$ cat src/lfu_pkg.sv
package lfu_pkg;

  localparam int ENTRIES    = 16;
  localparam int COUNT_BITS = 16;

  localparam int KEY_W  = 32;
  localparam int DATA_W = 32;
  localparam int CAP_W  = 5;
  localparam int CNT_W  = COUNT_BITS;
  localparam int IDX_W  = (ENTRIES > 1) ? $clog2(ENTRIES) : 1;
  localparam int OCC_W  = $clog2(ENTRIES + 1);
  localparam int LIM_W  = (OCC_W > CAP_W) ? OCC_W : CAP_W;

  localparam logic [CAP_W-1:0] CAP_RESET = CAP_W'(16);
  localparam logic [CNT_W-1:0] CNT_MAX   = '1;

  localparam logic CMD_GET = 1'b0;
  localparam logic CMD_PUT = 1'b1;

  // One slot as seen through the scan read port.
  typedef struct packed {
    logic              vld;
    logic [KEY_W-1:0]  key;
    logic [DATA_W-1:0] data;
    logic [CNT_W-1:0]  cnt;
    logic [IDX_W-1:0]  rank;
  } slot_t;

  // What one pass over the slots found.
  typedef struct packed {
    logic              hit;
    logic [IDX_W-1:0]  hit_idx;
    logic [DATA_W-1:0] hit_data;
    logic [CNT_W-1:0]  hit_cnt;
    logic [IDX_W-1:0]  hit_rank;
    logic              vic_found;
    logic [IDX_W-1:0]  vic_idx;
    logic [CNT_W-1:0]  vic_cnt;
    logic [IDX_W-1:0]  vic_rank;
    logic              free_found;
    logic [IDX_W-1:0]  free_idx;
  } scan_res_t;

  // One commit to the entry store.
  typedef struct packed {
    logic              en;
    logic [IDX_W-1:0]  slot;
    logic              age_all;
    logic [IDX_W-1:0]  ref_rank;
    logic              wr_key;
    logic              wr_data;
    logic              set_vld;
    logic              inc_occ;
    logic [KEY_W-1:0]  key;
    logic [DATA_W-1:0] data;
    logic [CNT_W-1:0]  cnt;
  } upd_t;

endpackage

$ cat src/lfu_scan.sv
module lfu_scan (
  input  logic                    clk,
  input  logic                    rst_n,
  input  logic                    clr,
  input  logic                    step,
  input  logic [lfu_pkg::IDX_W-1:0] idx,
  input  lfu_pkg::slot_t          slot,
  input  logic [lfu_pkg::KEY_W-1:0] key_cmp,
  output lfu_pkg::scan_res_t      res
);

  lfu_pkg::scan_res_t res_r, res_nxt;

  logic key_eq;
  logic vic_better;

  assign key_eq = (slot.key == key_cmp);

  // Lowest count wins; among equal counts the larger rank is older.
  assign vic_better = !res_r.vic_found || (slot.cnt < res_r.vic_cnt) ||
                      ((slot.cnt == res_r.vic_cnt) && (slot.rank > res_r.vic_rank));

  always_comb begin
    res_nxt = res_r;
    if (clr) begin
      res_nxt.hit        = 1'b0;
      res_nxt.vic_found  = 1'b0;
      res_nxt.free_found = 1'b0;
    end else if (step) begin
      if (slot.vld) begin
        if (!res_r.hit && key_eq) begin
          res_nxt.hit      = 1'b1;
          res_nxt.hit_idx  = idx;
          res_nxt.hit_data = slot.data;
          res_nxt.hit_cnt  = slot.cnt;
          res_nxt.hit_rank = slot.rank;
        end
        if (vic_better) begin
          res_nxt.vic_found = 1'b1;
          res_nxt.vic_idx   = idx;
          res_nxt.vic_cnt   = slot.cnt;
          res_nxt.vic_rank  = slot.rank;
        end
      end else if (!res_r.free_found) begin
        res_nxt.free_found = 1'b1;
        res_nxt.free_idx   = idx;
      end
    end
  end

  always_ff @(posedge clk) begin
    if (!rst_n) begin
      res_r <= '0;
    end else begin
      res_r <= res_nxt;
    end
  end

  assign res = res_r;

endmodule

$ cat src/lfu_store.sv
module lfu_store (
  input  logic                      clk,
  input  logic                      rst_n,
  input  logic [lfu_pkg::IDX_W-1:0] rd_idx,
  output lfu_pkg::slot_t            rd_slot,
  input  lfu_pkg::upd_t             upd,
  output logic [lfu_pkg::OCC_W-1:0] occupied
);

  logic [lfu_pkg::ENTRIES-1:0]  valid_r, valid_nxt;
  logic [lfu_pkg::OCC_W-1:0]    occupied_r, occupied_nxt;
  logic [lfu_pkg::KEY_W-1:0]    key_r  [lfu_pkg::ENTRIES];
  logic [lfu_pkg::DATA_W-1:0]   data_r [lfu_pkg::ENTRIES];
  logic [lfu_pkg::CNT_W-1:0]    cnt_r  [lfu_pkg::ENTRIES];
  logic [lfu_pkg::IDX_W-1:0]    rank_r [lfu_pkg::ENTRIES];

  always_comb begin
    rd_slot.vld  = valid_r[rd_idx];
    rd_slot.key  = key_r[rd_idx];
    rd_slot.data = data_r[rd_idx];
    rd_slot.cnt  = cnt_r[rd_idx];
    rd_slot.rank = rank_r[rd_idx];
  end

  always_comb begin
    valid_nxt    = valid_r;
    occupied_nxt = occupied_r;
    if (upd.en && upd.set_vld) begin
      valid_nxt[upd.slot] = 1'b1;
    end
    if (upd.en && upd.inc_occ) begin
      occupied_nxt = occupied_r + lfu_pkg::OCC_W'(1);
    end
  end

  always_ff @(posedge clk) begin
    if (!rst_n) begin
      valid_r    <= '0;
      occupied_r <= '0;
    end else begin
      valid_r    <= valid_nxt;
      occupied_r <= occupied_nxt;
    end
  end

  // The touched slot becomes most recent; every other live slot that was
  // more recent than it (or all of them, on a fresh insert) ages by one.
  always_ff @(posedge clk) begin
    if (upd.en) begin
      for (int i = 0; i < lfu_pkg::ENTRIES; i++) begin
        if (lfu_pkg::IDX_W'(i) == upd.slot) begin
          rank_r[i] <= '0;
          cnt_r[i]  <= upd.cnt;
          if (upd.wr_key) begin
            key_r[i] <= upd.key;
          end
          if (upd.wr_data) begin
            data_r[i] <= upd.data;
          end
        end else if (valid_r[i] && (upd.age_all || (rank_r[i] < upd.ref_rank))) begin
          rank_r[i] <= rank_r[i] + lfu_pkg::IDX_W'(1);
        end
      end
    end
  end

  assign occupied = occupied_r;

`ifndef ASSERT_OFF
  a_occ_matches_valid: assert property (@(posedge clk) disable iff (!rst_n)
    $countones(valid_r) == int'(occupied_r))
    else $error("occupancy count differs from the number of live slots");
`endif

endmodule

$ cat src/lfu_cache_with_lru_tiebreak.sv
// Fully associative key/value store with least-frequently-used replacement
// and least-recently-used tie-break among equal use counts. Each transfer on
// the input channel is a get or a put and yields exactly one result transfer
// (hit flag, and the stored value on a get hit, else zero). A new item is
// taken only once the last one has committed: one shared compare step looks at
// one slot per cycle over all ENTRIES slots (key match, eviction victim,
// first free slot), then the update is committed to the store once the
// output register is free. The result waits there; a new item may be taken
// while it is unclaimed. The capacity register may be written whenever no
// item is in flight and takes effect on the next item.
module lfu_cache_with_lru_tiebreak (
  input  logic                       clk,
  input  logic                       rst_n,
  input  logic                       in_valid,
  output logic                       in_ready,
  input  logic                       in_command,
  input  logic [lfu_pkg::KEY_W-1:0]  in_key,
  input  logic [lfu_pkg::DATA_W-1:0] in_value,
  output logic                       out_valid,
  input  logic                       out_ready,
  output logic                       out_hit,
  output logic [lfu_pkg::DATA_W-1:0] out_read_value,
  input  logic                       cfg_valid,
  output logic                       cfg_ready,
  input  logic [lfu_pkg::CAP_W-1:0]  cfg_capacity
);

  typedef enum logic [2:0] {
    ST_IDLE = 3'b001,
    ST_SCAN = 3'b010,
    ST_DONE = 3'b100
  } state_t;

  state_t                       state_r, state_nxt;
  logic [lfu_pkg::IDX_W-1:0]    idx_r, idx_nxt;
  logic                         cmd_r;
  logic [lfu_pkg::KEY_W-1:0]    key_r;
  logic [lfu_pkg::DATA_W-1:0]   value_r;
  logic [lfu_pkg::CAP_W-1:0]    cap_r;
  logic                         out_valid_r, out_valid_nxt;
  logic                         out_hit_r;
  logic [lfu_pkg::DATA_W-1:0]   out_value_r;

  logic                         in_fire;
  logic                         commit;
  logic                         last_slot;
  logic [lfu_pkg::LIM_W-1:0]    cap_ext;
  logic [lfu_pkg::LIM_W-1:0]    lim;
  logic [lfu_pkg::LIM_W-1:0]    occ_ext;
  logic [lfu_pkg::OCC_W-1:0]    occupied;
  lfu_pkg::slot_t               rd_slot;
  lfu_pkg::scan_res_t           res;
  lfu_pkg::upd_t                upd;

  assign in_ready  = (state_r == ST_IDLE);
  assign cfg_ready = 1'b1;
  assign in_fire   = in_valid && in_ready;
  assign commit    = (state_r == ST_DONE) && (!out_valid_r || out_ready);
  assign last_slot = (idx_r == lfu_pkg::IDX_W'(lfu_pkg::ENTRIES - 1));

  lfu_scan u_scan (
    .clk     (clk),
    .rst_n   (rst_n),
    .clr     (in_fire),
    .step    (state_r == ST_SCAN),
    .idx     (idx_r),
    .slot    (rd_slot),
    .key_cmp (key_r),
    .res     (res)
  );

  lfu_store u_store (
    .clk      (clk),
    .rst_n    (rst_n),
    .rd_idx   (idx_r),
    .rd_slot  (rd_slot),
    .upd      (upd),
    .occupied (occupied)
  );

  always_comb begin
    state_nxt = state_r;
    idx_nxt   = idx_r;
    unique case (state_r)
      ST_IDLE: begin
        if (in_fire) begin
          state_nxt = ST_SCAN;
          idx_nxt   = '0;
        end
      end
      ST_SCAN: begin
        idx_nxt = idx_r + lfu_pkg::IDX_W'(1);
        if (last_slot) begin
          state_nxt = ST_DONE;
        end
      end
      ST_DONE: begin
        if (commit) begin
          state_nxt = ST_IDLE;
        end
      end
      default: begin
        state_nxt = ST_IDLE;
      end
    endcase
  end

  // Capacities beyond the slot count behave as the slot count.
  always_comb begin
    cap_ext = lfu_pkg::LIM_W'(cap_r);
    occ_ext = lfu_pkg::LIM_W'(occupied);
    lim     = (cap_ext > lfu_pkg::LIM_W'(lfu_pkg::ENTRIES)) ?
              lfu_pkg::LIM_W'(lfu_pkg::ENTRIES) : cap_ext;
  end

  // Evicting a victim and inserting into its slot ages the other slots
  // exactly as a touch of the victim would, so both share one commit form.
  always_comb begin
    upd      = '0;
    upd.key  = key_r;
    upd.data = value_r;
    if (commit) begin
      if (res.hit) begin
        upd.en       = 1'b1;
        upd.slot     = res.hit_idx;
        upd.ref_rank = res.hit_rank;
        upd.wr_data  = (cmd_r == lfu_pkg::CMD_PUT);
        upd.cnt      = (res.hit_cnt == lfu_pkg::CNT_MAX) ?
                       res.hit_cnt : res.hit_cnt + lfu_pkg::CNT_W'(1);
      end else if ((cmd_r == lfu_pkg::CMD_PUT) && (lim != '0)) begin
        if (occ_ext >= lim) begin
          upd.en       = res.vic_found;
          upd.slot     = res.vic_idx;
          upd.ref_rank = res.vic_rank;
          upd.wr_key   = 1'b1;
          upd.wr_data  = 1'b1;
          upd.cnt      = lfu_pkg::CNT_W'(1);
        end else begin
          upd.en      = res.free_found;
          upd.slot    = res.free_idx;
          upd.age_all = 1'b1;
          upd.wr_key  = 1'b1;
          upd.wr_data = 1'b1;
          upd.set_vld = 1'b1;
          upd.inc_occ = 1'b1;
          upd.cnt     = lfu_pkg::CNT_W'(1);
        end
      end
    end
  end

  always_comb begin
    out_valid_nxt = out_valid_r;
    if (out_valid_r && out_ready) begin
      out_valid_nxt = 1'b0;
    end
    if (commit) begin
      out_valid_nxt = 1'b1;
    end
  end

  always_ff @(posedge clk) begin
    if (!rst_n) begin
      state_r     <= ST_IDLE;
      idx_r       <= '0;
      cap_r       <= lfu_pkg::CAP_RESET;
      out_valid_r <= 1'b0;
    end else begin
      state_r     <= state_nxt;
      idx_r       <= idx_nxt;
      out_valid_r <= out_valid_nxt;
      if (cfg_valid && cfg_ready) begin
        cap_r <= cfg_capacity;
      end
    end
  end

  always_ff @(posedge clk) begin
    if (in_fire) begin
      cmd_r   <= in_command;
      key_r   <= in_key;
      value_r <= in_value;
    end
    if (commit) begin
      out_hit_r   <= res.hit;
      out_value_r <= (res.hit && (cmd_r == lfu_pkg::CMD_GET)) ? res.hit_data : '0;
    end
  end

  assign out_valid      = out_valid_r;
  assign out_hit        = out_hit_r;
  assign out_read_value = out_value_r;

`ifndef ASSERT_OFF
  a_scan_starts_at_zero: assert property (@(posedge clk) disable iff (!rst_n)
    in_fire |=> (state_r == ST_SCAN) && (idx_r == '0))
    else $error("scan did not start at the first slot");

  a_result_from_commit: assert property (@(posedge clk) disable iff (!rst_n)
    $rose(out_valid_r) |-> $past(state_r == ST_DONE))
    else $error("result appeared without a commit");

  a_commit_returns_idle: assert property (@(posedge clk) disable iff (!rst_n)
    commit |=> (state_r == ST_IDLE) && out_valid_r)
    else $error("commit did not present a result and return to idle");
`endif

endmodule
$ cat config.mk
export PLATFORM = sky130hd
export DESIGN_NAME = lfu_cache_with_lru_tiebreak
export DESIGN_NICKNAME = d
export VERILOG_FILES = /design/src/lfu_pkg.sv /design/src/lfu_scan.sv /design/src/lfu_store.sv /design/src/lfu_cache_with_lru_tiebreak.sv
export SDC_FILE = /design/constraint.sdc
export NUM_CORES = 2
export LEC_CHECK = 0
export BUFFER_PORTS_ARGS = -buffer_cell sky130_fd_sc_hd__clkbuf_2
export CELL_PAD_IN_SITES_DETAIL_PLACEMENT = 2
export CELL_PAD_IN_SITES_GLOBAL_PLACEMENT = 2
export CORE_MARGIN = 2
export CORE_UTILIZATION = 48
export CTS_CLUSTER_DIAMETER = 200
export DETAILED_ROUTE_END_ITERATION = 7
export PLACE_DENSITY = 0.81
export SETUP_SLACK_MARGIN = 0.4
export SYNTH_ARGS = -nofsm -noshare
export SYNTH_HDL_FRONTEND = slang
export SYNTH_HIERARCHICAL = 1
export SYNTH_SLANG_ARGS = --single-unit
$ cat constraint.sdc
create_clock -name clk -period 5.8 [get_ports clk]
set_clock_uncertainty 0.05 [all_clocks]
set_input_delay 0.58 -clock clk [delete_from_list [all_inputs] [get_ports clk]]
set_output_delay 0.58 -clock clk [all_outputs]
set_load 0.1 [all_outputs]
==> results of run 1 <==
## per-stage QoR
stage	hold WS (ns)	instance area, sq um	util (%)
floorplan	0.385	62300	-
global placement	0.392	65400	50.7
detailed placement	0.406	65400	50.7
## logic make-up after synthesis
kind of cell / after synthesis / share of synthesized area (%)
and+or+nand+nor: 566 / 4.32
xor gates and xnor gates: 71 / 0.998
muxes: 429 / 13.7
adders and majority gates: 92 / 1.85
other: 1 / 0.00602
DFF: 1563 / 73.4
buffers and inverters: 209 / 1.74
AOI/OAI and AO/OA: 344 / 3.99
## Yosys cell counts (8+ instances only)
cell,number,area [sq um]
sky130_fd_sc_hd__a211oi_1,18,135
sky130_fd_sc_hd__a21oi_1,33,165
sky130_fd_sc_hd__a22oi_1,172,1290
sky130_fd_sc_hd__and2_1,40,250
sky130_fd_sc_hd__buf_2,34,170
sky130_fd_sc_hd__buf_4,21,158
sky130_fd_sc_hd__buf_6,15,169
sky130_fd_sc_hd__clkbuf_1,80,300
sky130_fd_sc_hd__dfxtp_1,121,2420
sky130_fd_sc_hd__edfxtp_1,1442,43300
sky130_fd_sc_hd__ha_1,92,1150
sky130_fd_sc_hd__inv_1,48,180
sky130_fd_sc_hd__mux2i_1,89,891
sky130_fd_sc_hd__mux4_2,340,7660
sky130_fd_sc_hd__nand2_1,190,713
sky130_fd_sc_hd__nand2b_1,16,100
sky130_fd_sc_hd__nand3_1,36,180
sky130_fd_sc_hd__nand4_1,8,50.1
sky130_fd_sc_hd__nor2_1,147,552
sky130_fd_sc_hd__nor2b_1,76,475
sky130_fd_sc_hd__nor3_1,9,45.0
sky130_fd_sc_hd__nor4_1,13,81.3
sky130_fd_sc_hd__o211ai_1,39,293
sky130_fd_sc_hd__o21a_1,19,143
sky130_fd_sc_hd__o21ai_0,24,120
sky130_fd_sc_hd__xnor2_1,20,175
sky130_fd_sc_hd__xor2_1,51,447
==> impl_results.md, run 1 <==
* Run status: aborted with a tool error
* Last step reached: 4_1_cts
* Error Message: [ERROR DPL-0033] detailed placement checks failed during check placement.
* Number of warnings printed during yosys synthesis at 6
* Count of unique library cells instantiated by Yosys at 63
* Placed Cells at 5071
* Synthesized net count at 3442
* Number of buffers on the longest clock path at 3
* H-tree depth at 4
* Most frequently used flop master after synthesis: sky130_fd_sc_hd__edfxtp_1
* Synth Cell Area at 62300 sq um
* Share of synthesized registers carrying an async set or reset at 0%
* Setup fix buffers added after clock tree synthesis at 0
* Gate count of the mapped netlist at 3275
* CTS Buf Count at 163
* Clk root buf: sky130_fd_sc_hd__clkbuf_16
* Share of the yosys chip area belonging to registers at 73.4%
* Port buffer count at 109
* Resized Gates After CTS at 0
* Hold_buf cts at 68
* Initial standard-cell utilization of the core at 48.2%
* Seq cells post-synth at 1563
* Final RePlAce weighted congestion at 0.787
* Post-detail-place hpwl at 124000 um
* Syn_area_per_cell at 19.0 sq um
* Die width at 364 um
* I/O pin count at 111
* Num rows at 132
* Clock sink total at 1563
* Vertical die dimension at 364 um
* EDFF count, synth at 1442
* Worst slack at placement at 0.575 ns
==> run 2: changes to the inputs <==
--- a/config.mk
+++ b/config.mk
@@ -6,14 +6,10 @@
 export NUM_CORES = 2
 export LEC_CHECK = 0
 export BUFFER_PORTS_ARGS = -buffer_cell sky130_fd_sc_hd__clkbuf_2
-export CELL_PAD_IN_SITES_DETAIL_PLACEMENT = 2
-export CELL_PAD_IN_SITES_GLOBAL_PLACEMENT = 2
 export CORE_MARGIN = 2
-export CORE_UTILIZATION = 48
-export CTS_CLUSTER_DIAMETER = 200
+export CORE_UTILIZATION = 33
 export DETAILED_ROUTE_END_ITERATION = 7
-export PLACE_DENSITY = 0.81
-export SETUP_SLACK_MARGIN = 0.4
+export PLACE_DENSITY_LB_ADDON = 0.15
 export SYNTH_ARGS = -nofsm -noshare
 export SYNTH_HDL_FRONTEND = slang
 export SYNTH_HIERARCHICAL = 1
==> run 2 against run 1 <==
Net effect: the flow now finishes without violations; area after synthesis unchanged; synthesized cell count stayed put.
==> impl_results.md, run 2 <==
* Final Slew Violations at 0
* Share of the core filled with cells at 38.8%
* Number of buffers on the longest clock path at 3 (unchanged)
* Fraction of final layout cells sized beyond drive strength 1 at 23.4%
* Run status: finished, final reports clean
* Maximum number of pins on one net before global-route repair at 129
* Slowest cell on the critical path: sky130_fd_sc_hd__nor2b_4
* Routed vias at 31400
* Period utilisation layout at 78.9%
* Share of the yosys chip area belonging to registers at 73.4% (unchanged)
* Mean number of vias per cell at 5.05
* Core region area at 188000 sq um
* WP data required at 6.43 ns
* Area delta synth->final at 16.9%
* Initial standard-cell utilization of the core at 33.2% (-15 points)
* Yosys top cell by area: sky130_fd_sc_hd__edfxtp_1
* Pre-Repair DR Iteration Count at 6
* Remaining antenna violation count at 0
* Fill cells at 17000
* Total GRT Usage at 16.6%
* Clock sink total at 1563 (unchanged)
* Slew @ Worst Pin at 1.37 ns
* Fin. Hold Viols at 0
* Fmax at 0.219 GHz
* Number of maximum-capacitance constraint violations at 0
* Layout Cells excl Fill at 6229
* Total of endpoints with negative setup slack in the final report at 0
* Total negative slack for setup checks at 0 ns
* Wire length of the first global-routing pass at 233000 um
* Setup fix buffers added after clock tree synthesis at 0 (unchanged)
* Seq cells post-synth at 1563 (unchanged)
* Final RePlAce weighted congestion at 0.730 (-7.3%)
* CTS tree: done
* Gate count of the mapped netlist at 3275 (unchanged)
* Clock period minus worst slack at 4.58 ns
* H-tree depth at 4 (unchanged)
* Total length of routed wires at 159000 um
* Num rows at 159 (+20%)
* Resized Gates After CTS at 0 (unchanged)
* Leading cell type in the layout, fill and taps excluded: sky130_fd_sc_hd__edfxtp_1
* Post-route cell area at 72800 sq um
* Path class of the lowest-slack min-delay path: in -> reg
* Port buffer count at 109 (unchanged)
* Maximum fanout encountered on the critical timing path at 56
* Most frequent cells after synthesis: sky130_fd_sc_hd__edfxtp_1 (1442), sky130_fd_sc_hd__mux4_2 (340), sky130_fd_sc_hd__nand2_1 (190)
* Kind of launch point of the worst setup path: flip-flop
* Post-place instance area at 66600 sq um (+1.7%)
* Number of antenna violations at the first check in global routing at 5
* Layout Nets at 3752
* Slowest cell delay on critical path at 0.72 ns
* Clock transition at the register clock pins on the worst setup and hold paths after CTS at 0.06 ns
* Minimum hold slack at 0.0677 ns
* Count of unique library cells instantiated by Yosys at 63 (unchanged)
* CTS Buf Count at 174 (+6.7%)
* Syn_area_per_cell at 19.0 sq um (unchanged)
* Pwr Density at 323 nW/um^2
* Cell chain of the critical path: nor2b_4, buf_4, a22oi_1, nand2_1, xor2_1, nor4_1, nand4_1, nor4_4, buf_12, mux2i_1, nor2b_1
* Most frequently used flop master after synthesis: sky130_fd_sc_hd__edfxtp_1
* Vias in the first global route at 32600
* Worst-case headroom to the max-slew limit at 8.41%
* Hold_buf cts at 69 (+1.5%)
* Setup repair after global routing missed its margin: false
* Share of synthesized registers carrying an async set or reset at 0% (unchanged)
* Crit. End Element: flip-flop
* Synthesized net count at 3442 (unchanged)
* Synth top area share at 69.5% (unchanged)
* Leakage power at 21.9 nW
* Placed Cells at 5835 (+15%)
* Clk root buf: sky130_fd_sc_hd__clkbuf_16
* Vertical die dimension at 439 um (+20%)
* EDFF count, synth at 1442 (unchanged)
* Startpoint-to-endpoint class of the critical path: reg -> reg
* Critical Path AT at 5.21 ns
* Worst voltage drop across the vdd grid at 0.215 mV
* Top flop regs: u_store/data_r: 512 flops, u_store/key_r: 512 flops, u_store/cnt_r: 256 flops
* Total global routing overflow at 0
* Starting DRC count in detailed routing at 2667
* Leading cell types by total area after synthesis: sky130_fd_sc_hd__edfxtp_1 (69%), sky130_fd_sc_hd__mux4_2 (12%), sky130_fd_sc_hd__dfxtp_1 (3.9%)
* Residual DRC at 0
* I/O pin count at 111 (unchanged)
* Clock latency on the worst-skew pair at 0.83 ns
* Mean routed wirelength per cell at 25.6 um
* Synth Cell Area at 62300 sq um (unchanged)
* Most used cells in the layout excluding fill and tap cells: sky130_fd_sc_hd__edfxtp_1 (1442), sky130_fd_sc_hd__mux4_2 (340), sky130_fd_sc_hd__nand2_1 (189), sky130_fd_sc_hd__clkbuf_16 (176), sky130_fd_sc_hd__a22oi_1 (172)
* Most frequent cell after synthesis: sky130_fd_sc_hd__edfxtp_1
* Post-detail-place hpwl at 93100 um (-25%)
* Die width at 439 um (+20%)
* Number of warnings printed during yosys synthesis at 6 (unchanged)
* Area of the die at 192000 sq um
[run 2: cell counts after synthesis]
No cell type changed its count.
[run 2: where the power goes]
part	switching [W]	total, W	internal [W]
registers	0.000146	0.0125	0.0123
logic	0.000224	0.000408	0.000184
clock network	0.00462	0.0107	0.00604
[run 2: area by class of cell]
type | instances | area, sq um | share of cell area [%]
repair buffers | 293 | 2360 | 3.25
well taps | 2495 | 3120 | 4.29
flip-flops and latches | 1563 | 45700 | 62.8
multi-input cells | 1503 | 15900 | 21.8
clock buffers | 230 | 4670 | 6.41
inverters | 50 | 188 | 0.258
clock inverters | 94 | 892 | 1.22
diodes | 1 | 2.50 | 0.00344
[run 2: cell families (layout without fill, tap and decap cells)]
logic type / Yosys count / in the layout / synth area share, %
flops: 1563 / 1563 / 73.4
simple gates: 566 / 566 / 4.32
mux: 429 / 429 / 13.7
compound gates: 344 / 344 / 3.99
buf+inv: 209 / 667 / 1.74
fa+ha+maj: 92 / 92 / 1.85
xor+xnor: 71 / 71 / 0.998
other cells: 1 / 2 / 0.00602
[run 2: metrics by stage]
step	setup WS, ns	power (W)
finish	1.22	0.0236
global route	0.902	0.0244
CTS	1.20	0.0239
detailed placement	1.19	0.0131
global placement	1.20	0.0131
floorplan	0.184	0.0129
[run 2: path summary, 6_finish.rpt]
check                               startpoint              to  slack, ns  cells past startpoint
worst max-delay path                  idx_r[3]  u_scan/res[84]       1.22                     11
worst min-delay path                 cfg_valid      cap_ext[4]       0.07                      2
worst max register to register        idx_r[3]  u_scan/res[84]       1.22                     11
worst min register to register  u_scan/res[17]  u_scan/res[17]       0.41                      2
[run 2: worst max-delay path: cells and delay by family, from the launching register on]
| kind | cells | cell delay (ns) |
|---|---|---|
| flops | 1 | 0.64 |
| xor+xnor | 1 | 0.13 |
| buf+inv | 2 | 0.89 |
| compound gates | 1 | 0.17 |
| mux | 1 | 0.25 |
| simple gates | 6 | 2.17 |
[run 2: metal layers]
layer	vias to the layer above	global-route usage [%]	wire length [um]
met2	644	26.2	74700
li1	13900	-	-
met5	-	0	27
met3	202	2.89	7020
met1	16700	23.6	74300
met4	4	4.42	3330
Power figures use the tool's default switching activity.
